--- config.mk ---
export PLATFORM = sky130hd
export DESIGN_NAME = fcu_sqdiv
export DESIGN_NICKNAME = d
export VERILOG_FILES = /design/src/sv/fcu_pkg.sv /design/src/sv/fcu_sqdiv.sv
export SDC_FILE = /design/constraint.sdc
export NUM_CORES = 1
export LEC_CHECK = 0
export BUFFER_PORTS_ARGS = -buffer_cell sky130_fd_sc_hd__buf_4
export CORE_ASPECT_RATIO = 0.75
export CORE_MARGIN = 4
export CORE_UTILIZATION = 35
export CTS_CLUSTER_SIZE = 20
export DETAILED_ROUTE_END_ITERATION = 12
export SYNTH_ARGS = -nofsm -noshare
export SYNTH_HDL_FRONTEND = slang
export SYNTH_SLANG_ARGS = --single-unit
--- constraint.sdc ---
create_clock -name clk -period 16 [get_ports clk]
set_clock_uncertainty 0.05 [all_clocks]
set_input_delay 1.6 -clock clk [delete_from_list [all_inputs] [get_ports clk]]
set_output_delay 1.6 -clock clk [all_outputs]
set_load 0.05 [all_outputs]
--- src/sv/fcu_pkg.sv ---
// Shared constants, types and arithmetic helpers for the fly camera update unit.
`default_nettype none
package fcu_pkg;

  localparam int ANGLE_FRAC_BITS = 13;
  localparam int POS_FRAC_BITS   = 16;
  localparam int CORDIC_ITERS    = 16;
  localparam int ATAN_COUNT      = 24;

  localparam int ANG_SHIFT    = 30 - ANGLE_FRAC_BITS;
  localparam int LOOK_SHIFT   = 16 - ANGLE_FRAC_BITS;
  localparam int DISP_SHIFT   = 48 - POS_FRAC_BITS;
  localparam int SINGLE_SHIFT = 16;
  localparam int PROD_SHIFT   = 46;
  localparam int LEN_PRESHIFT = 16;
  localparam int DIR_SHIFT    = 28;
  localparam int S28_SPLIT    = 20;

  localparam longint PI_Q30      = 64'sd3373259426;
  localparam longint HALF_PI_Q30 = 64'sd1686629713;
  localparam longint LIMIT_Q30   = 64'sd1667889383;
  localparam longint KGAIN_Q30   = 64'sd652032874;
  localparam longint ANG_PI      = (PI_Q30 + (64'sd1 <<< (ANG_SHIFT - 1))) >>> ANG_SHIFT;
  localparam longint ANG_LIMIT   = (LIMIT_Q30 + (64'sd1 <<< (ANG_SHIFT - 1))) >>> ANG_SHIFT;
  localparam int     ONE_Q14     = 16384;

  localparam int ANG_W  = 16;  // stored angle
  localparam int SUM_W  = 18;  // angle before wrap / clamp
  localparam int ZW     = 35;  // CORDIC residual angle, Q30
  localparam int XW     = 34;  // CORDIC x/y, Q30
  localparam int CIW    = $clog2(ATAN_COUNT);
  localparam int MW     = 33;  // multiplier operand
  localparam int PW     = 2 * MW;
  localparam int MVW    = 18;  // movement sum, signed Q3.14
  localparam int SSW    = 34;  // sum of squares
  localparam int SDW    = 48;  // shift-subtract accumulator
  localparam int SDCW   = $clog2(SDW / 2);
  localparam int LENW   = SDW / 2 + 1;
  localparam int DIRW   = 22;  // direction, Q20 plus sign
  localparam int S28W   = 2 * S28_SPLIT;
  localparam int POSW   = 32;

  localparam int CFG_IDX_W = 2;
  localparam logic [CFG_IDX_W-1:0] REG_MOVE_SPEED    = 2'd0;
  localparam logic [CFG_IDX_W-1:0] REG_SPRINT_FACTOR = 2'd1;
  localparam logic [CFG_IDX_W-1:0] REG_LOOK_GAIN     = 2'd2;
  localparam logic [CFG_IDX_W-1:0] REG_INVERT_VERT   = 2'd3;

  typedef struct packed {
    logic start;
    logic is_div;
  } sd_cmd_t;

  typedef struct packed {
    logic busy;
    logic done;
  } unit_stat_t;

  function automatic logic signed [ZW-1:0] atan_q30(input logic [CIW-1:0] i);
    logic signed [ZW-1:0] v;
    case (i)
      5'd0:    v = 35'sd843314857;
      5'd1:    v = 35'sd497837829;
      5'd2:    v = 35'sd263043837;
      5'd3:    v = 35'sd133525159;
      5'd4:    v = 35'sd67021687;
      5'd5:    v = 35'sd33543516;
      5'd6:    v = 35'sd16775851;
      5'd7:    v = 35'sd8388437;
      5'd8:    v = 35'sd4194283;
      5'd9:    v = 35'sd2097149;
      5'd10:   v = 35'sd1048576;
      5'd11:   v = 35'sd524288;
      5'd12:   v = 35'sd262144;
      5'd13:   v = 35'sd131072;
      5'd14:   v = 35'sd65536;
      5'd15:   v = 35'sd32768;
      5'd16:   v = 35'sd16384;
      5'd17:   v = 35'sd8192;
      5'd18:   v = 35'sd4096;
      5'd19:   v = 35'sd2048;
      5'd20:   v = 35'sd1024;
      5'd21:   v = 35'sd512;
      5'd22:   v = 35'sd256;
      5'd23:   v = 35'sd128;
      default: v = '0;
    endcase
    return v;
  endfunction

  // shift right, round to nearest, ties away from zero
  function automatic logic signed [PW-1:0] rsh_away(input logic signed [PW-1:0] v,
                                                     input int n);
    logic signed [PW-1:0] mag;
    logic signed [PW-1:0] q;
    mag = v[PW-1] ? -v : v;
    q = (mag + (PW'(1) << (n - 1))) >> n;
    return v[PW-1] ? -q : q;
  endfunction

  function automatic logic signed [15:0] q14_clamp(input logic signed [PW-1:0] v);
    logic signed [15:0] r;
    if (v > PW'(ONE_Q14)) r = 16'(ONE_Q14);
    else if (v < -PW'(ONE_Q14)) r = -16'(ONE_Q14);
    else r = v[15:0];
    return r;
  endfunction

endpackage
`default_nettype wire

--- src/sv/fcu_sqdiv.sv ---
// Shared shift-subtract unit: integer square root or restoring division, one bit per cycle.
`default_nettype none
module fcu_sqdiv (
  input  wire logic                         clk,
  input  wire logic                         rst_n,
  input  wire fcu_pkg::sd_cmd_t             cmd,
  input  wire logic [fcu_pkg::SDW-1:0]      a_in,
  input  wire logic [fcu_pkg::LENW-1:0]     den_in,
  output fcu_pkg::unit_stat_t               stat,
  output logic [fcu_pkg::LENW-1:0]          q_out
);
  import fcu_pkg::*;

  logic [SDW-1:0]  acc_r, acc_nxt, aux_r, aux_nxt;
  logic [LENW-1:0] den_r, den_nxt;
  logic [SDCW-1:0] cnt_r, cnt_nxt;
  logic            is_div_r, is_div_nxt, busy_r, busy_nxt, done_r, done_nxt;
  logic [SDW-1:0]  bit_sq, trial;
  logic            ge;

  assign bit_sq = SDW'(1) << {cnt_r, 1'b0};
  assign trial  = is_div_r ? (SDW'(den_r) << cnt_r) : (aux_r + bit_sq);
  assign ge     = acc_r >= trial;

  always_comb begin
    acc_nxt    = acc_r;
    aux_nxt    = aux_r;
    den_nxt    = den_r;
    cnt_nxt    = cnt_r;
    is_div_nxt = is_div_r;
    busy_nxt   = busy_r;
    done_nxt   = 1'b0;
    if (cmd.start) begin
      acc_nxt    = a_in;
      aux_nxt    = '0;
      den_nxt    = den_in;
      is_div_nxt = cmd.is_div;
      cnt_nxt    = cmd.is_div ? SDCW'(DIRW - 2) : SDCW'(SDW / 2 - 1);
      busy_nxt   = 1'b1;
    end else if (busy_r) begin
      if (ge) acc_nxt = acc_r - trial;
      if (is_div_r) aux_nxt = ge ? (aux_r | (SDW'(1) << cnt_r)) : aux_r;
      else aux_nxt = ge ? ((aux_r >> 1) + bit_sq) : (aux_r >> 1);
      if (cnt_r == '0) begin
        busy_nxt = 1'b0;
        done_nxt = 1'b1;
      end else begin
        cnt_nxt = cnt_r - 1'b1;
      end
    end
  end

  always_ff @(posedge clk) begin
    if (!rst_n) begin
      busy_r <= 1'b0;
      done_r <= 1'b0;
    end else begin
      busy_r <= busy_nxt;
      done_r <= done_nxt;
    end
    acc_r    <= acc_nxt;
    aux_r    <= aux_nxt;
    den_r    <= den_nxt;
    cnt_r    <= cnt_nxt;
    is_div_r <= is_div_nxt;
  end

  assign stat.busy = busy_r;
  assign stat.done = done_r;
  assign q_out     = aux_r[LENW-1:0];

endmodule
`default_nettype wire
==> results of run 1 <==
layer usage:
| metal | share of wire (%) | vias to the layer above |
|---|---|---|
| met4 | 0.88 | 0 |
| li1 | - | 6589 |
| met1 | 47 | 6592 |
| met2 | 43 | 548 |
| met3 | 8.9 | 35 |
| met5 | 0 | - |
state kept, by name, indices dropped and copies added, names as in the netlist:
register,cells
aux_r,48
cnt_r,5
acc_r,48
is_div_r,1
busy_r,1
done_r,1
den_r,25
per-stage QoR:
step | power (mW) | utilization [%] | cells
5_1_grt | 2.13 | 39.7 | 2291
3_5_place_dp | 1.59 | 38.3 | 2259
2_1_floorplan | 1.30 | - | 1760
6_report | 1.99 | 39.7 | 2292
4_1_cts | 1.98 | 39.7 | 2291
3_3_place_gp | 1.58 | 38.3 | 2259
synthesized netlist by cell type (12+ instances only):
library cell  number  area (um2)
and3_1            34         213
a211oi_1          36         270
buf_4             27         203
nor2_1           142         533
a21oi_1          147         736
nand3_1           26         130
and2_1            23         144
mux2i_1           33         330
nand4_1           24         150
nor2b_1           14        87.6
mux2_2            21         236
xnor2_1           76         666
a31oi_1           45         282
inv_1             50         188
xor2_1            36         315
o21bai_1          23         173
a311oi_1          18         158
dfxtp_1           50        1000
a21o_1            21         158
a21boi_0          12        90.1
nor3_1            31         155
o31ai_1           13        97.6
edfxtp_1          79        2370
clkbuf_1          88         330
o21ai_0          155         776
nand2_1          206         773
a31o_2            18         158
o211ai_1          16         120
a221oi_1          15         131
ha_1             100        1250
o21a_1            16         120
final cells by class:
type	instances	share of cell area (%)
tap	512	4.17
clock buffer	17	2.77
antenna	1	0.0163
timing repair buffer	118	5.76
sequential	129	21.9
clock inverter	15	0.862
multi-input combinational	1447	63.2
inverter	53	1.29
worst max-delay path, delay by kind of cell (launching register included):
kind | cells | cell delay (ns)
simple gates | 2 | 1.26
xor+xnor | 1 | 0.27
buf+inv | 4 | 1.21
fa+ha+maj | 2 | 0.82
compound gates | 15 | 3.76
flops | 1 | 0.36
cell families (layout without fill, tap and decap cells):
logic type	count (synthesis)	in the layout	synth area share, %
other	0	1	0
and+or+nand+nor	548	548	18.4
AOI/OAI and AO/OA	618	618	29.2
DFF	129	129	24.3
xor gates and xnor gates	112	112	7.06
buffers and inverters	184	203	5.79
muxes	65	65	5.87
adders and majority gates	104	104	9.38
path summary, 6_finish.rpt:
path | slack, ns | to | cells after the start
setup / recovery | 8.08 | aux_r[27]$_SDFFE_PP0P_ | 24
hold / removal | 0.47 | aux_r[47]$_SDFFE_PP0P_ | 2
setup reg to reg | 8.08 | aux_r[27]$_SDFFE_PP0P_ | 24
hold reg to reg | 0.47 | aux_r[47]$_SDFFE_PP0P_ | 2
power by group through the flow:
| stage | Clock, mW | Sequential (mW) | Combinational [mW] |
|---|---|---|---|
| global placement | 0 | 0.507 | 1.07 |
| floorplan | 0 | 0.479 | 0.823 |
| global route | 0.405 | 0.509 | 1.22 |
| CTS | 0.393 | 0.501 | 1.09 |
| detailed placement | 0 | 0.507 | 1.08 |
| finish | 0.386 | 0.501 | 1.11 |
==> qor.yml, run 1 <==
outcome: "finished, final reports clean"
multi_input_area_um2: 9720
core_area_um2: 38700
track_usage_pct: 21.5
grt_setup_unrepaired: "false"
hpwlAfterDp_mm: 36.2
intPower_mw: 1.07
ff_latch_area_um2: 3370
gr-total-overflow: 0
path_common_cell: "buf_4"
start_util_pct: 35.9
synthCells: 1760
drt-pass1-iter-count: 5
reg2reg_from: "cnt_r[0]$_DFFE_PP_"
ys.flop_type: "edfxtp_1"
clkTransAtPathRegs_ns: 0.07
switching_share_pct: 46.3
final.fill_count: 3979
slowest_delay_ns: 1.13
design.die.area_um2: 43000
min_period_ns: 7.92
cp_cell_sequence: "buf_4 > clkinv_1 > ha_1 > nor4bb_1 > xnor2_1 > o2111ai_1 > a31oi_1 > o21ai_1 > a21boi_1 > o21ba_2 > o21ai_0 > a221oi_1 > ha_1 > a21o_1 > a221oi_1 > a21boi_0 > o221a_2 > o221a_2 > and2_1 > buf_4 > a21boi_1 > buf_4 > a311oi_1 > a211oi_1"
met3_usage_pct: 5.74
gp_congestion: 0.964
worst-endpoint-required_ns: 16.25
combPwrFrac_pct: 55.5
slew_viol_final: 0
hold_viol: 0
die_x_um: 238
critPathCaptureType: "flop"
met2_usage_pct: 31.6
synth_area_um2: 13900
fp.dieH_um: 181
io-pin-count: 104
hold_path.class: "reg2reg"
crit_fanout: 39
drive_gt1_share_pct: 12.8
mostFrequentLayoutCells: "205 x nand2_1, 155 x o21ai_0, 147 x a21oi_1, 142 x nor2_1, 118 x buf_4"
final_design_area_no_fill_um2: 15400
worstHoldStart: "aux_r[47]$_SDFFE_PP0P_"
grt_pass1_vias: 12700
busiest_layer: "met1"
cts-htree-levels: 4
ys_seq_elements: 129
tightest_slew_ns: 1.30
vias: 13800
drv_cap: 0
antenna_found_initial: 0
route.detailed.drc: 0
avgSynthCellArea_um2: 7.89
fin_ws_ns: 8.08
syn2layout_area_growth_pct: 10.7
setup_viol: 0
fmax_ghz: 0.126
routed_via_density: 6.01
syn_nets: 1938
first_iter_violations: 1563
ctsRootBufferMaster: "clkbuf_16"
cts_sinks: 129
layout_commonest_cell: "nand2_1"
use_met1_pct: 31.8
p_per_area_nw_per_um2: 130
yosysWarnings: 0
slowest_stage: "nor4bb_1"
startpoint_type: "flop"
async_flop_share_pct: 0
grt_pass1_wl_mm: 73.8
layout.nets: 1944
num_rows: 62
fin_crit_sh_pct: 49.5
setup_tns_ns: 0
cts_buffers: 17
pre_cts_slack_ns: 8.27
clk_latency_ns: 0.46
arrival_ns: 8.17
power_frac_seq_pct: 25.1
wire_per_inst_um: 20.8
worst_ir_drop_vdd_mv: 0.0818
whs_ns: 0.467
cts.repair.resized: 0
routed_wl_mm: 47.7
cts_hold_buffers: 0
crit_start: "cnt_r[0]$_DFFE_PP_"
p_switching_mw: 0.924
slew_headroom_pct: 12.4
post_cts_buffers: 0
place_area_um2: 14800
ys_seq_area_share_pct: 24.3
tritoncts: "yes"
crit_type: "reg2reg"
grt_max_degree: 79
port_buffers: 103
synth_edf_count: 79
p_leak_nw: 5.94
power_frac_clock_pct: 19.4
ant_nets: 0
clk_path_buf_depth: 2
yosys.cell_types.count: 87
(Power assumes the default switching activity.)
==> inputs of run 2 (changes only) <==
clock period = 7.2 ns   (was 16 ns; I/O delays follow)
==> run 2 against run 1 <==
  * Final area rose by 0.84%
  * Register-to-register slack got worse by 7.6 ns
  * Clock power grew 120%
  * Global-route usage is 0.33 points higher
  * Via count decreased by 0.34%
  * Sequential power grew 120%
  * Highest routed layer unchanged
  * Clock-buffer cell count rose by 2
  * Maximum frequency grew 17%
  * Sequential share of layout area decreased by 0.18 points
  * Sequential cell count is the same
  * Non-clock buffer count rose by 11
  * Setup slack got worse by 7.6 ns
  * Critical endpoint is now aux_r[26]$_SDFFE_PP0P_
==> qor.yml, run 2 (same netlist as run 1, synthesis figures left out) <==
die_x_um: 238
route.detailed.drc: 0
io-pin-count: 104
grt_max_degree: 60
hold_viol: 0
vias: 13700
slowest_delay_ns: 0.42
pre_cts_slack_ns: 0.340
drv_cap: 0
mostFrequentLayoutCells: "205 x nand2_1, 155 x o21ai_0, 146 x a21oi_1, 142 x nor2_1, 127 x buf_4"
drt-pass1-iter-count: 5
tightest_slew_ns: 0.885
first_iter_violations: 1321
critPathCaptureType: "flop"
antennaDiodeCount: 0
min_period_ns: 6.74
reg2reg_from: "cnt_r[0]$_DFFE_PP_"
tritoncts: "yes"
start_util_pct: 35.9
setup_viol: 0
fmax_ghz: 0.148
fin_ws_ns: 0.455
track_usage_pct: 21.8
gp_congestion: 0.938
p_per_area_nw_per_um2: 288
startpoint_type: "flop"
ff2ff_path_depth: 26
path_common_cell: "ha_1"
routed_via_density: 5.96
ctsRootBufferMaster: "clkbuf_16"
cts-htree-levels: 4
cts_buffers: 17
hpwlAfterDp_mm: 37.4
cts_sinks: 129
slew_viol_final: 0
layout_commonest_cell: "nand2_1"
core_area_um2: 38700
drive_gt1_share_pct: 13.5
whs_ns: 0.402
reg2reg_to: "aux_r[26]$_SDFFE_PP0P_"
slew_headroom_pct: 40.4
reg2reg_slack_ns: 0.46
fin_crit_sh_pct: 93.7
port_buffers: 103
design.die.area_um2: 43000
crit_type: "reg2reg"
clkTransAtPathRegs_ns: 0.06
min_to: "den_r[10]$_DFFE_PP_"
grt_pass1_wl_mm: 74.5
layout.nets: 1955
setup_tns_ns: 0
crit_buf_inv: 4
antenna_found_initial: 0
gr-total-overflow: 0
post_cts_buffers: 0
p_leak_nw: 6.01
ff_latch_area_um2: 3370
grt_pass1_vias: 12800
top_regs: "acc_r x48, aux_r x48, den_r x25"
worst_ir_drop_vdd_mv: 0.172
ant_nets: 0
routed_wl_mm: 48.2
worstHoldStart: "den_in[10]"
fp.dieH_um: 181
worstHoldPathCells: 1
multi_input_area_um2: 9750
slowest_stage: "a2111oi_1"
crit_fanout: 38
hold_path.class: "in2reg"
final_design_area_no_fill_um2: 15500
clk_path_buf_depth: 2
outcome: "finished, final reports clean"
num_rows: 62
syn2layout_area_growth_pct: 11.7
cp_top_family: "compound AO/OA/AOI/OAI gates"
arrival_ns: 7.02
worst-endpoint-required_ns: 7.48
place_area_um2: 14900
final.fill_count: 3952
clk_latency_ns: 0.45
cts_hold_buffers: 0
wire_per_inst_um: 21.0
## run 2: final cells by class
cell class,count,share of cell area (%)
Sequential cell,129,21.8
Tap cell,512,4.13
Timing Repair Buffer,129,6.41
Clock buffer,19,2.79
Multi-Input combinational cell,1447,62.9
Inverter,53,1.28
Clock inverter,12,0.766
## run 2: how the worst max path moves through the flow
stage	from	cells past startpoint	to
after floorplan	cnt_r[1]$_DFFE_PP_	29	acc_r[0]$_DFFE_PP_
after global placement	cnt_r[0]$_DFFE_PP_	24	aux_r[27]$_SDFFE_PP0P_
after detailed placement	cnt_r[3]$_SDFFCE_PP0P_	22	aux_r[26]$_SDFFE_PP0P_
after CTS	cnt_r[3]$_SDFFCE_PP0P_	22	aux_r[26]$_SDFFE_PP0P_
after global routing	cnt_r[0]$_DFFE_PP_	26	aux_r[26]$_SDFFE_PP0P_
final	cnt_r[0]$_DFFE_PP_	26	aux_r[26]$_SDFFE_PP0P_
## run 2: per-layer routing
metal  vias to the layer above  global-route usage (%)  part of all wire, %
met1                      6536                    32.4                   48
li1                       6610                       -                    -
met4                         0                    3.95                  1.2
met5                         -                       0                    0
met3                        55                    4.94                  8.4
met2                       516                    32.6                   43
## run 2: per-stage QoR
step	utilization [%]	total power [mW]	cells
floorplan	-	2.89	1760
global route	40.1	4.78	2301
CTS	40.0	4.42	2301
global placement	38.6	3.55	2270
finish	40.1	4.46	2301
detailed placement	38.6	3.55	2270
## run 2: where the power goes
part	switching, mW	total (mW)	leakage, nW	internal (mW)
Clock	0.355	0.857	0.265	0.502
Combinational	1.55	2.49	4.55	0.937
Sequential	0.124	1.11	1.19	0.990
Total	2.03	4.46	6.01	2.43
## run 2: repair_timing
item	in CTS	in global routing
endpoints found under the setup margin	0	87
endpoints found under the hold margin	0	0
resized for setup	0	8
