--- src/sv/fcu_pkg.sv ---
// Shared constants, types and arithmetic helpers for the fly camera update unit.
`default_nettype none
package fcu_pkg;

  localparam int ANGLE_FRAC_BITS = 13;
  localparam int POS_FRAC_BITS   = 16;
  localparam int CORDIC_ITERS    = 16;
  localparam int ATAN_COUNT      = 24;

  localparam int ANG_SHIFT    = 30 - ANGLE_FRAC_BITS;
  localparam int LOOK_SHIFT   = 16 - ANGLE_FRAC_BITS;
  localparam int DISP_SHIFT   = 48 - POS_FRAC_BITS;
  localparam int SINGLE_SHIFT = 16;
  localparam int PROD_SHIFT   = 46;
  localparam int LEN_PRESHIFT = 16;
  localparam int DIR_SHIFT    = 28;
  localparam int S28_SPLIT    = 20;

  localparam longint PI_Q30      = 64'sd3373259426;
  localparam longint HALF_PI_Q30 = 64'sd1686629713;
  localparam longint LIMIT_Q30   = 64'sd1667889383;
  localparam longint KGAIN_Q30   = 64'sd652032874;
  localparam longint ANG_PI      = (PI_Q30 + (64'sd1 <<< (ANG_SHIFT - 1))) >>> ANG_SHIFT;
  localparam longint ANG_LIMIT   = (LIMIT_Q30 + (64'sd1 <<< (ANG_SHIFT - 1))) >>> ANG_SHIFT;
  localparam int     ONE_Q14     = 16384;

  localparam int ANG_W  = 16;  // stored angle
  localparam int SUM_W  = 18;  // angle before wrap / clamp
  localparam int ZW     = 35;  // CORDIC residual angle, Q30
  localparam int XW     = 34;  // CORDIC x/y, Q30
  localparam int CIW    = $clog2(ATAN_COUNT);
  localparam int MW     = 33;  // multiplier operand
  localparam int PW     = 2 * MW;
  localparam int MVW    = 18;  // movement sum, signed Q3.14
  localparam int SSW    = 34;  // sum of squares
  localparam int SDW    = 48;  // shift-subtract accumulator
  localparam int SDCW   = $clog2(SDW / 2);
  localparam int LENW   = SDW / 2 + 1;
  localparam int DIRW   = 22;  // direction, Q20 plus sign
  localparam int S28W   = 2 * S28_SPLIT;
  localparam int POSW   = 32;

  localparam int CFG_IDX_W = 2;
  localparam logic [CFG_IDX_W-1:0] REG_MOVE_SPEED    = 2'd0;
  localparam logic [CFG_IDX_W-1:0] REG_SPRINT_FACTOR = 2'd1;
  localparam logic [CFG_IDX_W-1:0] REG_LOOK_GAIN     = 2'd2;
  localparam logic [CFG_IDX_W-1:0] REG_INVERT_VERT   = 2'd3;

  typedef struct packed {
    logic start;
    logic is_div;
  } sd_cmd_t;

  typedef struct packed {
    logic busy;
    logic done;
  } unit_stat_t;

  function automatic logic signed [ZW-1:0] atan_q30(input logic [CIW-1:0] i);
    logic signed [ZW-1:0] v;
    case (i)
      5'd0:    v = 35'sd843314857;
      5'd1:    v = 35'sd497837829;
      5'd2:    v = 35'sd263043837;
      5'd3:    v = 35'sd133525159;
      5'd4:    v = 35'sd67021687;
      5'd5:    v = 35'sd33543516;
      5'd6:    v = 35'sd16775851;
      5'd7:    v = 35'sd8388437;
      5'd8:    v = 35'sd4194283;
      5'd9:    v = 35'sd2097149;
      5'd10:   v = 35'sd1048576;
      5'd11:   v = 35'sd524288;
      5'd12:   v = 35'sd262144;
      5'd13:   v = 35'sd131072;
      5'd14:   v = 35'sd65536;
      5'd15:   v = 35'sd32768;
      5'd16:   v = 35'sd16384;
      5'd17:   v = 35'sd8192;
      5'd18:   v = 35'sd4096;
      5'd19:   v = 35'sd2048;
      5'd20:   v = 35'sd1024;
      5'd21:   v = 35'sd512;
      5'd22:   v = 35'sd256;
      5'd23:   v = 35'sd128;
      default: v = '0;
    endcase
    return v;
  endfunction

  // shift right, round to nearest, ties away from zero
  function automatic logic signed [PW-1:0] rsh_away(input logic signed [PW-1:0] v,
                                                     input int n);
    logic signed [PW-1:0] mag;
    logic signed [PW-1:0] q;
    mag = v[PW-1] ? -v : v;
    q = (mag + (PW'(1) << (n - 1))) >> n;
    return v[PW-1] ? -q : q;
  endfunction

  function automatic logic signed [15:0] q14_clamp(input logic signed [PW-1:0] v);
    logic signed [15:0] r;
    if (v > PW'(ONE_Q14)) r = 16'(ONE_Q14);
    else if (v < -PW'(ONE_Q14)) r = -16'(ONE_Q14);
    else r = v[15:0];
    return r;
  endfunction

endpackage
`default_nettype wire

--- src/sv/fcu_cordic.sv ---
// Iterative rotation-mode CORDIC, one micro-rotation per cycle.
`default_nettype none
module fcu_cordic (
  input  wire logic                          clk,
  input  wire logic                          rst_n,
  input  wire logic                          start,
  input  wire logic signed [fcu_pkg::ZW-1:0] z_in,
  output fcu_pkg::unit_stat_t                stat,
  output logic signed [fcu_pkg::XW-1:0]      cos_out,
  output logic signed [fcu_pkg::XW-1:0]      sin_out
);
  import fcu_pkg::*;

  logic signed [XW-1:0] x_r, x_nxt, y_r, y_nxt;
  logic signed [ZW-1:0] z_r, z_nxt;
  logic [CIW-1:0]       cnt_r, cnt_nxt;
  logic                 busy_r, busy_nxt, done_r, done_nxt;
  logic signed [XW-1:0] dx, dy;
  logic signed [ZW-1:0] at;

  assign dx = y_r >>> cnt_r;
  assign dy = x_r >>> cnt_r;
  assign at = atan_q30(cnt_r);

  always_comb begin
    x_nxt    = x_r;
    y_nxt    = y_r;
    z_nxt    = z_r;
    cnt_nxt  = cnt_r;
    busy_nxt = busy_r;
    done_nxt = 1'b0;
    if (start) begin
      x_nxt    = XW'(KGAIN_Q30);
      y_nxt    = '0;
      z_nxt    = z_in;
      cnt_nxt  = '0;
      busy_nxt = 1'b1;
    end else if (busy_r) begin
      if (!z_r[ZW-1]) begin
        x_nxt = x_r - dx;
        y_nxt = y_r + dy;
        z_nxt = z_r - at;
      end else begin
        x_nxt = x_r + dx;
        y_nxt = y_r - dy;
        z_nxt = z_r + at;
      end
      if (cnt_r == CIW'(CORDIC_ITERS - 1)) begin
        busy_nxt = 1'b0;
        done_nxt = 1'b1;
      end else begin
        cnt_nxt = cnt_r + 1'b1;
      end
    end
  end

  always_ff @(posedge clk) begin
    if (!rst_n) begin
      busy_r <= 1'b0;
      done_r <= 1'b0;
      cnt_r  <= '0;
    end else begin
      busy_r <= busy_nxt;
      done_r <= done_nxt;
      cnt_r  <= cnt_nxt;
    end
    x_r <= x_nxt;
    y_r <= y_nxt;
    z_r <= z_nxt;
  end

  assign stat.busy = busy_r;
  assign stat.done = done_r;
  assign cos_out   = x_r;
  assign sin_out   = y_r;

endmodule
`default_nettype wire

--- config.mk ---
export PLATFORM = sky130hd
export DESIGN_NAME = fcu_cordic
export DESIGN_NICKNAME = d
export VERILOG_FILES = /design/src/sv/fcu_pkg.sv /design/src/sv/fcu_cordic.sv
export SDC_FILE = /design/constraint.sdc
export NUM_CORES = 1
export LEC_CHECK = 0
export ABC_AREA = 1
export BUFFER_PORTS_ARGS = -buffer_cell sky130_fd_sc_hd__buf_2
export CORE_MARGIN = 5
export CORE_UTILIZATION = 46
export CTS_BUF_LIST = sky130_fd_sc_hd__clkbuf_16
export CTS_CLUSTER_DIAMETER = 30
export DETAILED_ROUTE_END_ITERATION = 7
export SLEW_MARGIN = 25
export SYNTH_ARGS = -nofsm -noshare
export SYNTH_HDL_FRONTEND = slang
export SYNTH_SLANG_ARGS = --single-unit
--- constraint.sdc ---
create_clock -name clk -period 7 [get_ports clk]
set_input_delay 1.05 -clock clk [delete_from_list [all_inputs] [get_ports clk]]
set_output_delay 1.05 -clock clk [all_outputs]
set_load 0.05 [all_outputs]
==> results of run 1 <==
## state kept, by name, indices dropped and copies added, names as in the netlist
name	cells
z_r	35
cos_out	34
sin_out	34
at	30
cnt_r	5
busy_r	1
done_r	1
## worst min-delay path, cell delays in order, from the launching register on
cell     delay (ns)
dfxtp_1        0.32
inv_1          0.08
o21ai_0        0.08
## area by class of cell
cell class                      count  area share, %
Sequential cell                   140           17.6
Inverter                          253           5.31
Multi-Input combinational cell   2258           66.6
Clock inverter                     13          0.622
Timing Repair Buffer              129           3.93
Clock buffer                       19           2.66
Tap cell                          461           3.22
## logic make-up (layout without fill, tap and decap cells)
kind of cell               count (synthesis)  after routing  share of synthesized area (%)
AOI/OAI and AO/OA                        438            438                           14.8
xor gates and xnor gates                 127            127                           6.71
adders and majority gates                115            115                           8.82
buffers and inverters                    367            414                           8.99
DFF                                      140            140                           19.0
and+or+nand+nor                         1578           1578                           41.6
## metrics by stage
| step | utilization [%] | hold slack, ns | total power, W | setup WS, ns | area [sq um] |
|---|---|---|---|---|---|
| 4_1_cts | 50.3 | 0.532 | 0.00755 | 1.19 | 17900 |
| 6_report | 50.3 | 0.533 | 0.00757 | 1.25 | 17900 |
| 2_1_floorplan | - | 0.612 | 0.00526 | 2.87 | 16600 |
| 5_1_grt | 50.3 | 0.600 | 0.00829 | 0.789 | 17900 |
| 3_3_place_gp | 48.7 | 0.513 | 0.00652 | 1.36 | 17300 |
| 3_5_place_dp | 48.7 | 0.522 | 0.00656 | 1.23 | 17300 |
## power by group through the flow
stage | sequential [W] | combinational, W | clock [W]
detailed placement | 0.00132 | 0.00524 | 0
finish | 0.00130 | 0.00532 | 0.000955
floorplan | 0.00153 | 0.00374 | 0
CTS | 0.00130 | 0.00528 | 0.000970
global route | 0.00131 | 0.00597 | 0.00100
global placement | 0.00131 | 0.00521 | 0
## cells in the mapped netlist (21+ instances only)
| cell | instances | area share, % |
|---|---|---|
| nor3_1 | 26 | 0.79 |
| xnor2_1 | 49 | 2.6 |
| ha_1 | 112 | 8.5 |
| or2_2 | 25 | 0.94 |
| a31oi_1 | 30 | 1.1 |
| clkbuf_1 | 52 | 1.2 |
| xor2_1 | 78 | 4.1 |
| edfxtp_1 | 35 | 6.3 |
| buf_2 | 33 | 1.0 |
| o21ai_1 | 21 | 0.63 |
| nor2_1 | 259 | 5.9 |
| o21ai_0 | 144 | 4.3 |
| inv_1 | 242 | 5.5 |
| dfxtp_1 | 105 | 13 |
| nand2_1 | 741 | 17 |
| nand3_1 | 443 | 13 |
| a21oi_1 | 165 | 5.0 |
## per-layer routing
layer,vias up,GRT usage [%],routed length [um]
li1,9304,-,-
met1,8490,38.6,26200
met2,529,49.9,28100
met3,101,3.32,3170
met4,2,9.64,1730
met5,-,0,13
## path summary, 6_finish.rpt
kind                                  from          end  slack, ns
worst min-delay path            cos_out[0]   cos_out[0]       0.53
worst max register to register    cnt_r[1]  cos_out[33]       1.25
worst max-delay path              cnt_r[1]  cos_out[33]       1.25
worst min register to register  cos_out[0]   cos_out[0]       0.53
==> flow_metrics.env, run 1 <==
export IMPL_synth_ff_latch_count=140
export IMPL_clock_sinks=140
export IMPL_period_needed_ns=5.75
export IMPL_wire_per_inst_um=18.1
export IMPL_regArea_sq_mm=0.00316
export IMPL_cts_resized_gates=0
export IMPL_antenna_found_initial=1
export IMPL_setup_worst_path_start_class="flop"
export IMPL_route_detailed_drc=0
export IMPL_rsz0062_at_grt="false"
export IMPL_p_comb_share_pct=70.3
export IMPL_finalHoldViolations=0
export IMPL_p_int_w=0.00339
export IMPL_worstMarginPinSlew_ns=1.02
export IMPL_postCtsSetupBuffers=0
export IMPL_cp_depth=37
export IMPL_cts_root_buffer="clkbuf_16"
export IMPL_numCtsBuffers=17
export IMPL_clock_latency_ns=0.46
export IMPL_drive_gt1_share_pct=9.10
export IMPL_dr_pass1_iters=6
export IMPL_dp_hpwl_um=45900
export IMPL_synth_ff_type="dfxtp_1"
export IMPL_final_cells=3273
export IMPL_layout_common_cells="nand2_1 (741), nand3_1 (443), nor2_1 (259), inv_1 (241), a21oi_1 (165)"
export IMPL_crit_path_end_kind="flop"
export IMPL_clkTransAtPathRegs_ns=0.07
export IMPL_seqPwrFrac_pct=17.1
export IMPL_routabilityCongestion=0.988
export IMPL_diodes=0
export IMPL_cts_buffer_depth=2
export IMPL_die_x_um=200
export IMPL_multi_input_area_sq_mm=0.0119
export IMPL_power_switching_w=0.00419
export IMPL_grt_pass1_wl_um=93200
export IMPL_path_buf_inv=8
export IMPL_num_rows=69
export IMPL_cts_htree_levels=4
export IMPL_leakage_nw=9.04
export IMPL_yosys_warnings=0
export IMPL_crit_type="reg2reg"
export IMPL_drt_initial_drc_count=1599
export IMPL_synthDistinctLibCells=52
export IMPL_avgSynthCellArea_sq_um=5.99
export IMPL_fmax_ghz=0.174
export IMPL_relSlewSlack_pct=31.8
export IMPL_track_usage_pct=29.2
export IMPL_worstPathArrival_ns=6.15
export IMPL_crit_fanout=60
export IMPL_required_ns=7.40
export IMPL_ir_drop_mv=0.288
export IMPL_vias_per_cell=5.63
export IMPL_grt_pass1_vias=17000
export IMPL_period_share_pct=82.2
export IMPL_place_inst=3241
export IMPL_hold_class="reg2reg"
export IMPL_seq_area_frac_synth_pct=19.0
export IMPL_num_fill_cells=3758
export IMPL_die_y_um=200
export IMPL_drt_total_wl_um=59200
export IMPL_r2r_cells=37
export IMPL_hold_path_depth=2
export IMPL_cts_tree="yes"
export IMPL_syn2layout_area_growth_pct=8.05
export IMPL_grt_max_degree=71
export IMPL_fin_setup_tns_ns=0
export IMPL_overflow=0
export IMPL_layout_commonest_cell="nand2_1"
export IMPL_final_nets=2952
export IMPL_async_flop_share_pct=0
export IMPL_synth_nets=2918
export IMPL_syn_inst=2765
export IMPL_syn_area_sq_mm=0.0166
export IMPL_routed_via_count=18400
export IMPL_port_buffers=107
export IMPL_die_area_sq_mm=0.0399
export IMPL_synth_edf_count=35
export IMPL_slowest_delay_ns=0.67
export IMPL_cts_hold_buf=0
export IMPL_coreArea_sq_mm=0.0356
export IMPL_slew_violations=0
export IMPL_cpMaxStageDelayCell="clkinv_2"
export IMPL_start_util_pct=46.6
export IMPL_fin_worst_skew_ns=0.0114
export IMPL_outcome="complete, no violations"
export IMPL_setup_viol=0
export IMPL_cpMostUsedCell="nand2_1"
export IMPL_io_pins=108
export IMPL_clockPowerShare_pct=12.6
export IMPL_switching_share_pct=55.3
export IMPL_antenna_left=0
export IMPL_maxCapViolations=0
export IMPL_path_delay_family="simple AND/OR/NAND/NOR gates"
export IMPL_p_per_area_mw_per_mm2=423
Note: power is estimated with default switching activity, not from simulation.
==> inputs of run 2 (changes only) <==
==> constraint.sdc (replaced) <==
create_clock -name clk -period 5.6 [get_ports clk]
set_input_delay 0.84 -clock clk [delete_from_list [all_inputs] [get_ports clk]]
set_output_delay 0.84 -clock clk [all_outputs]
set_load 0.05 [all_outputs]
==> run 2 against run 1 <==
- cell count up 0.46%
- worst setup slack worse by 0.83 ns
- non-clock buffer count up 15
==> flow_metrics.env, run 2 (synthesized netlist as in run 1, its figures left out) <==
export IMPL_clock_sinks=140
export IMPL_layout_commonest_cell="nand2_1"
export IMPL_finalInstanceArea_sq_mm=0.0181
export IMPL_num_fill_cells=3833
export IMPL_dpl_cell_area_sq_mm=0.0175
export IMPL_coreArea_sq_mm=0.0356
export IMPL_routed_via_count=18600
export IMPL_postCtsSetupBuffers=0
export IMPL_diodes=0
export IMPL_dr_pass1_iters=6
export IMPL_cts_buffer_depth=2
export IMPL_num_rows=69
export IMPL_multi_input_area_sq_mm=0.0119
export IMPL_relSlewSlack_pct=39.7
export IMPL_timing_final_ws_setup_ns=0.419
export IMPL_clkTransAtPathRegs_ns=0.08
export IMPL_cts_resized_gates=0
export IMPL_antenna_found_initial=0
export IMPL_route_detailed_drc=0
export IMPL_crit_path_end_kind="flop"
export IMPL_min_delay_start="cos_out[0]"
export IMPL_worstReg2RegEnd="cos_out[33]"
export IMPL_slowest_delay_ns=0.41
export IMPL_hold_class="reg2reg"
export IMPL_crit_type="reg2reg"
export IMPL_start_util_pct=46.6
export IMPL_pre_cts_ws_ns=0.352
export IMPL_grt_pass1_vias=17700
export IMPL_path_buf_inv=6
export IMPL_wire_per_inst_um=18.2
export IMPL_cts_hold_buf=0
export IMPL_io_pins=108
export IMPL_die_area_sq_mm=0.0399
export IMPL_slew_violations=0
export IMPL_drt_initial_drc_count=1463
export IMPL_p_per_area_mw_per_mm2=526
export IMPL_crit_fanout=31
export IMPL_cts_htree_levels=4
export IMPL_die_x_um=200
export IMPL_outcome="complete, no violations"
export IMPL_largest_reg_flops=35
export IMPL_setup_viol=0
export IMPL_cts_root_buffer="clkbuf_16"
export IMPL_required_ns=6.01
export IMPL_largest_register="z_r"
export IMPL_worstPathArrival_ns=5.59
export IMPL_drive_gt1_share_pct=9.73
export IMPL_r2r_cells=33
export IMPL_die_y_um=200
export IMPL_track_usage_pct=29.6
export IMPL_rsz0062_at_grt="true"
export IMPL_worstMarginPinSlew_ns=0.903
export IMPL_grt_pass1_wl_um=94600
export IMPL_period_needed_ns=5.18
export IMPL_overflow=0
export IMPL_fmax_ghz=0.193
export IMPL_numCtsBuffers=17
export IMPL_drt_total_wl_um=59700
export IMPL_antenna_left=0
export IMPL_final_nets=2967
export IMPL_setup_worst_path_start_class="flop"
export IMPL_cts_tree="yes"
export IMPL_syn2layout_area_growth_pct=9.13
export IMPL_hold_path_end="cos_out[0]"
export IMPL_maxCapViolations=0
export IMPL_dp_hpwl_um=46800
export IMPL_clock_latency_ns=0.47
export IMPL_regArea_sq_mm=0.00316
export IMPL_port_buffers=107
export IMPL_leakage_nw=9.13
export IMPL_hold_path_depth=2
export IMPL_routabilityCongestion=1.01
export IMPL_rrSetupSlack_ns=0.42
export IMPL_cpMaxStageDelayCell="inv_2"
export IMPL_grt_max_degree=70
export IMPL_finalHoldViolations=0
export IMPL_reg2reg_from="cnt_r[1]"
export IMPL_layout_common_cells="nand2_1 (741), nand3_1 (443), nor2_1 (259), inv_1 (240), a21oi_1 (164)"
export IMPL_vias_per_cell=5.65
export IMPL_period_share_pct=92.5
export IMPL_ir_drop_mv=0.338
export IMPL_path_delay_family="simple AND/OR/NAND/NOR gates"
export IMPL_fin_worst_skew_ns=0.0159
==> run 2: tightest hold or removal path: stages (launching register included) <==
cell,delay (ns)
dfxtp_1,0.33
inv_1,0.12
o21ai_0,0.10
==> run 2: power breakdown <==
| part | switching (W) | total (W) | leakage (nW) | internal (W) |
|---|---|---|---|---|
| logic | 0.00440 | 0.00669 | 7.62 | 0.00229 |
| clock network | 0.000534 | 0.00120 | 0.293 | 0.000664 |
| registers | 0.000321 | 0.00163 | 1.22 | 0.00131 |
==> run 2: through the flow <==
stage	total power [W]	hold slack (ns)	cells	util [%]	setup TNS [ns]
2_1_floorplan	0.00658	0.612	2765	-	0
3_3_place_gp	0.00819	0.588	3256	49.1	0
3_5_place_dp	0.00823	0.596	3256	49.1	0
4_1_cts	0.00947	0.610	3288	50.8	0
5_1_grt	0.0104	0.647	3288	50.8	-0.0401
6_report	0.00952	0.596	3288	50.8	0
==> run 2: final cells by class <==
cell class                 instances  share of cell area, %
timing repair buffer             144                   4.78
multi-input combinational       2258                   66.0
sequential                       140                   17.5
tap                              461                   3.19
clock buffer                      19                   2.63
clock inverter                    13                  0.609
inverter                         253                   5.28
==> run 2: metal layers <==
layer | track usage (%) | vias to the layer above | wire length (um)
met5 | 0 | - | 0
met4 | 10.2 | 0 | 1800
met3 | 3.31 | 111 | 2990
met2 | 50.7 | 555 | 28000
met1 | 38.8 | 8570 | 26900
li1 | - | 9351 | -
==> run 2: how the worst max path moves through the flow <==
stage	endpoint	start	cells after the start	slack [ns]
after global placement	cos_out[33]	cnt_r[0]	34	0.39
after detailed placement	cos_out[33]	cnt_r[0]	35	0.35
after CTS	cos_out[33]	cnt_r[0]	35	0.29
after global routing	cos_out[31]	cnt_r[1]	30	-0.03
final	cos_out[33]	cnt_r[1]	33	0.42
after floorplan	cos_out[31]	cnt_r[0]	33	1.47
==> inputs of run 3 (changes only) <==
--- a/config.mk
+++ b/config.mk
@@ -5,8 +5,8 @@
 export SDC_FILE = /design/constraint.sdc
 export NUM_CORES = 1
 export LEC_CHECK = 0
-export ABC_AREA = 1
 export BUFFER_PORTS_ARGS = -buffer_cell sky130_fd_sc_hd__buf_2
+export CAP_MARGIN = 20
 export CORE_MARGIN = 5
 export CORE_UTILIZATION = 46
 export CTS_BUF_LIST = sky130_fd_sc_hd__clkbuf_16
==> run 3 against run 2 <==
- the flow now finishes with violations (negative setup slack)
- global-route usage grew 3.7 points
- cell count down 4.6%
- critical endpoint is now sin_out[33]
- die area grew 7.5%
- worst setup slack worse by 0.47 ns
- combinational power increased by 76%
- via count up 5.7%
- sequential share of layout area shrank 3.6 points
- clock skew fell by 0.0025 ns
==> flow_metrics.env, run 3 <==
export IMPL_io_pins=108
export IMPL_antenna_found_initial=2
export IMPL_clockPowerShare_pct=8.5
export IMPL_fin_setup_tns_ns=-0.0559
export IMPL_clkTransAtPathRegs_ns=0.07
export IMPL_period_needed_ns=5.65
export IMPL_rsz0062_at_grt="true"
export IMPL_yosysMostFrequentCell="nor2_1"
export IMPL_maxCapViolations=0
export IMPL_largest_register="z_r"
export IMPL_avgSynthCellArea_sq_um=8.20
export IMPL_synthDistinctLibCells=89
export IMPL_crit_fanout=5
export IMPL_crit_chain="buf_6 -> mux4_2 -> a222oi_1 -> buf_4 -> nand3_2 -> a211o_1 -> a211o_1 -> nor3_4 -> nand2_2 -> nor2_2 -> a41oi_2 -> xnor2_2 -> ha_1 -> a21o_1 -> a21oi_1 -> o21ai_2 -> a21oi_2 -> a21o_1 -> a21oi_2 -> or3_1 -> mux2i_1 -> mux2_1"
export IMPL_fmax_ghz=0.177
export IMPL_ir_drop_mv=0.381
export IMPL_wire_per_inst_um=23.9
export IMPL_synth_largest_area_cell="dfxtp_1"
export IMPL_slowest_delay_ns=0.57
export IMPL_path_delay_family="compound AO/OA/AOI/OAI gates"
export IMPL_die_area_sq_mm=0.0429
export IMPL_fin_worst_skew_ns=0.0133
export IMPL_track_usage_pct=33.2
export IMPL_overflow=0
export IMPL_synthDominantCellAreaShare_pct=11.8
export IMPL_finalHoldViolations=0
export IMPL_holdWs_ns=0.607
export IMPL_yosys_warnings=0
export IMPL_place_inst=3064
export IMPL_routed_via_count=19600
export IMPL_cts_tree="yes"
export IMPL_dpl_cell_area_sq_mm=0.0215
export IMPL_outcome="finished, violations left"
export IMPL_largest_reg_flops=35
export IMPL_grt_pass1_wl_um=113000
export IMPL_grt_pass1_vias=18700
export IMPL_routabilityCongestion=1.01
export IMPL_vias_per_cell=6.26
export IMPL_power_switching_w=0.00746
export IMPL_p_per_area_mw_per_mm2=656
export IMPL_clock_sinks=140
export IMPL_cts_htree_levels=4
export IMPL_slew_violations=0
export IMPL_rrSetupSlack_ns=-0.05
export IMPL_grt_max_degree=66
export IMPL_cpMaxStageDelayCell="mux4_2"
export IMPL_drt_total_wl_um=75000
export IMPL_synth_ff_latch_count=140
export IMPL_crit_path_end_kind="flop"
export IMPL_synth_ff_type="dfxtp_1"
export IMPL_switching_share_pct=49.7
export IMPL_worstPathArrival_ns=6.02
export IMPL_diodes=0
export IMPL_p_int_w=0.00756
export IMPL_antenna_left=0
export IMPL_hold_path_depth=2
export IMPL_finalInstanceArea_sq_mm=0.0229
export IMPL_relSlewSlack_pct=30.6
export IMPL_seqPwrFrac_pct=12.8
export IMPL_p_comb_share_pct=78.6
export IMPL_seq_area_frac_synth_pct=17.6
export IMPL_final_nets=2758
export IMPL_async_flop_share_pct=0
export IMPL_hold_class="in2reg"
export IMPL_period_share_pct=101
export IMPL_route_detailed_drc=0
export IMPL_start_util_pct=46.4
export IMPL_num_rows=72
export IMPL_numCtsBuffers=17
export IMPL_port_buffers=107
export IMPL_die_y_um=207
export IMPL_layout_common_cells="buf_4 (411), nand2_1 (181), nor2_1 (180), a21oi_1 (170), o21ai_0 (125)"
export IMPL_coreArea_sq_mm=0.0386
export IMPL_synth_area_top_cells="dfxtp_1 (12%), mux4_2 (9.7%), ha_1 (7.8%)"
export IMPL_synth_nets=2334
export IMPL_timing_final_ws_setup_ns=-0.0465
export IMPL_dp_hpwl_um=58400
export IMPL_synth_edf_count=35
export IMPL_worstMarginPinSlew_ns=1.04
export IMPL_clock_latency_ns=0.50
export IMPL_layout_commonest_cell="buf_4"
export IMPL_cp_depth=22
export IMPL_syn2layout_area_growth_pct=28.1
export IMPL_leakage_nw=9.98
export IMPL_crit_type="reg2reg"
export IMPL_setup_worst_path_start_class="flop"
export IMPL_drt_initial_drc_count=2062
export IMPL_path_buf_inv=2
export IMPL_setup_viol=2
export IMPL_cts_buffer_depth=2
export IMPL_final_cells=3136
export IMPL_drive_gt1_share_pct=30.5
export IMPL_r2r_cells=22
export IMPL_dr_pass1_iters=8
export IMPL_syn_area_sq_mm=0.0179
export IMPL_yosys_top_cells_count="nor2_1 (185), a21oi_1 (184), nand2_1 (183)"
export IMPL_cts_root_buffer="clkbuf_16"
export IMPL_required_ns=5.97
export IMPL_violations="negative setup slack"
export IMPL_syn_inst=2181
export IMPL_die_x_um=207
==> run 3: cell count changes after synthesis, sizes merged, moves of 85 or more <==
cell,delta
inv,-192
mux2i,+100
mux4,+85
nor2,-88
nand2,-576
nand3,-409
==> run 3: area by class of cell <==
cell class                 count  area (sq um)
fill                        3581         15600
tap                          518           648
timing repair buffer         542          3980
clock inverter                15           196
inverter                      62           235
sequential                   140          3170
multi-input combinational   1842         14300
clock buffer                  17           425
==> run 3: worst reg2reg max path, cell delays in order (launching register included) <==
cell,delay (ns)
dfxtp_4,0.41
buf_6,0.13
mux4_2,0.58
a222oi_1,0.41
buf_4,0.22
nand3_2,0.07
a211o_1,0.32
a211o_1,0.34
nor3_4,0.35
nand2_2,0.15
nor2_2,0.15
a41oi_2,0.17
xnor2_2,0.27
ha_1,0.29
a21o_1,0.19
a21oi_1,0.16
o21ai_2,0.08
a21oi_2,0.16
a21o_1,0.18
a21oi_2,0.07
or3_1,0.32
mux2i_1,0.17
mux2_1,0.34
==> run 3: cells by family after synthesis <==
| family | Yosys count | share of synthesized area [%] |
|---|---|---|
| AOI/OAI and AO/OA | 694 | 25.3 |
| xor gates and xnor gates | 159 | 7.79 |
| adders and majority gates | 115 | 8.17 |
| buffers and inverters | 199 | 5.08 |
| DFF | 140 | 17.6 |
| muxes | 217 | 18.5 |
| and+or+nand+nor | 657 | 17.6 |
==> run 3: through the flow <==
stage,worst slack [ns],util (%),total power [W]
floorplan,0.00453,-,0.00864
global placement,-0.353,55.9,0.0128
detailed placement,-0.322,55.9,0.0129
CTS,-0.0109,58.1,0.0144
global route,-0.179,59.4,0.0160
finish,-0.0465,59.4,0.0150
==> run 3: final timing paths <==
check,startpoint,to
max reg2reg,cnt_r[1],sin_out[33]
min,rst_n,busy_r
min reg2reg,cos_out[32],cos_out[32]
max,cnt_r[1],sin_out[33]
==> run 3: power groups by stage <==
| stage | Combinational [W] | Sequential (W) | Clock, W |
|---|---|---|---|
| after global routing | 0.0127 | 0.00195 | 0.00134 |
| after CTS | 0.0112 | 0.00191 | 0.00131 |
| after floorplan | 0.00630 | 0.00235 | 0 |
| after global placement | 0.0109 | 0.00192 | 0 |
| final | 0.0118 | 0.00193 | 0.00128 |
| after detailed placement | 0.0109 | 0.00193 | 0 |
==> run 3: routing by layer <==
layer  part of all wire [%]  vias up  GRT usage, %
met4                    3.9        2          12.2
met1                     42     9487          44.1
li1                       -     9087             -
met5                  0.017        -             0
met2                     47      897          54.6
met3                    7.9      165          5.70
==> run 3: timing repair <==
action                                  CTS  global route
endpoints found under the hold margin     0             0
gates resized for setup                  41            91
buffers inserted                         16            26
hold buffers                              0             0
endpoints found under the setup margin   13            28
pin swaps                                22            68
gates cloned                              0             0
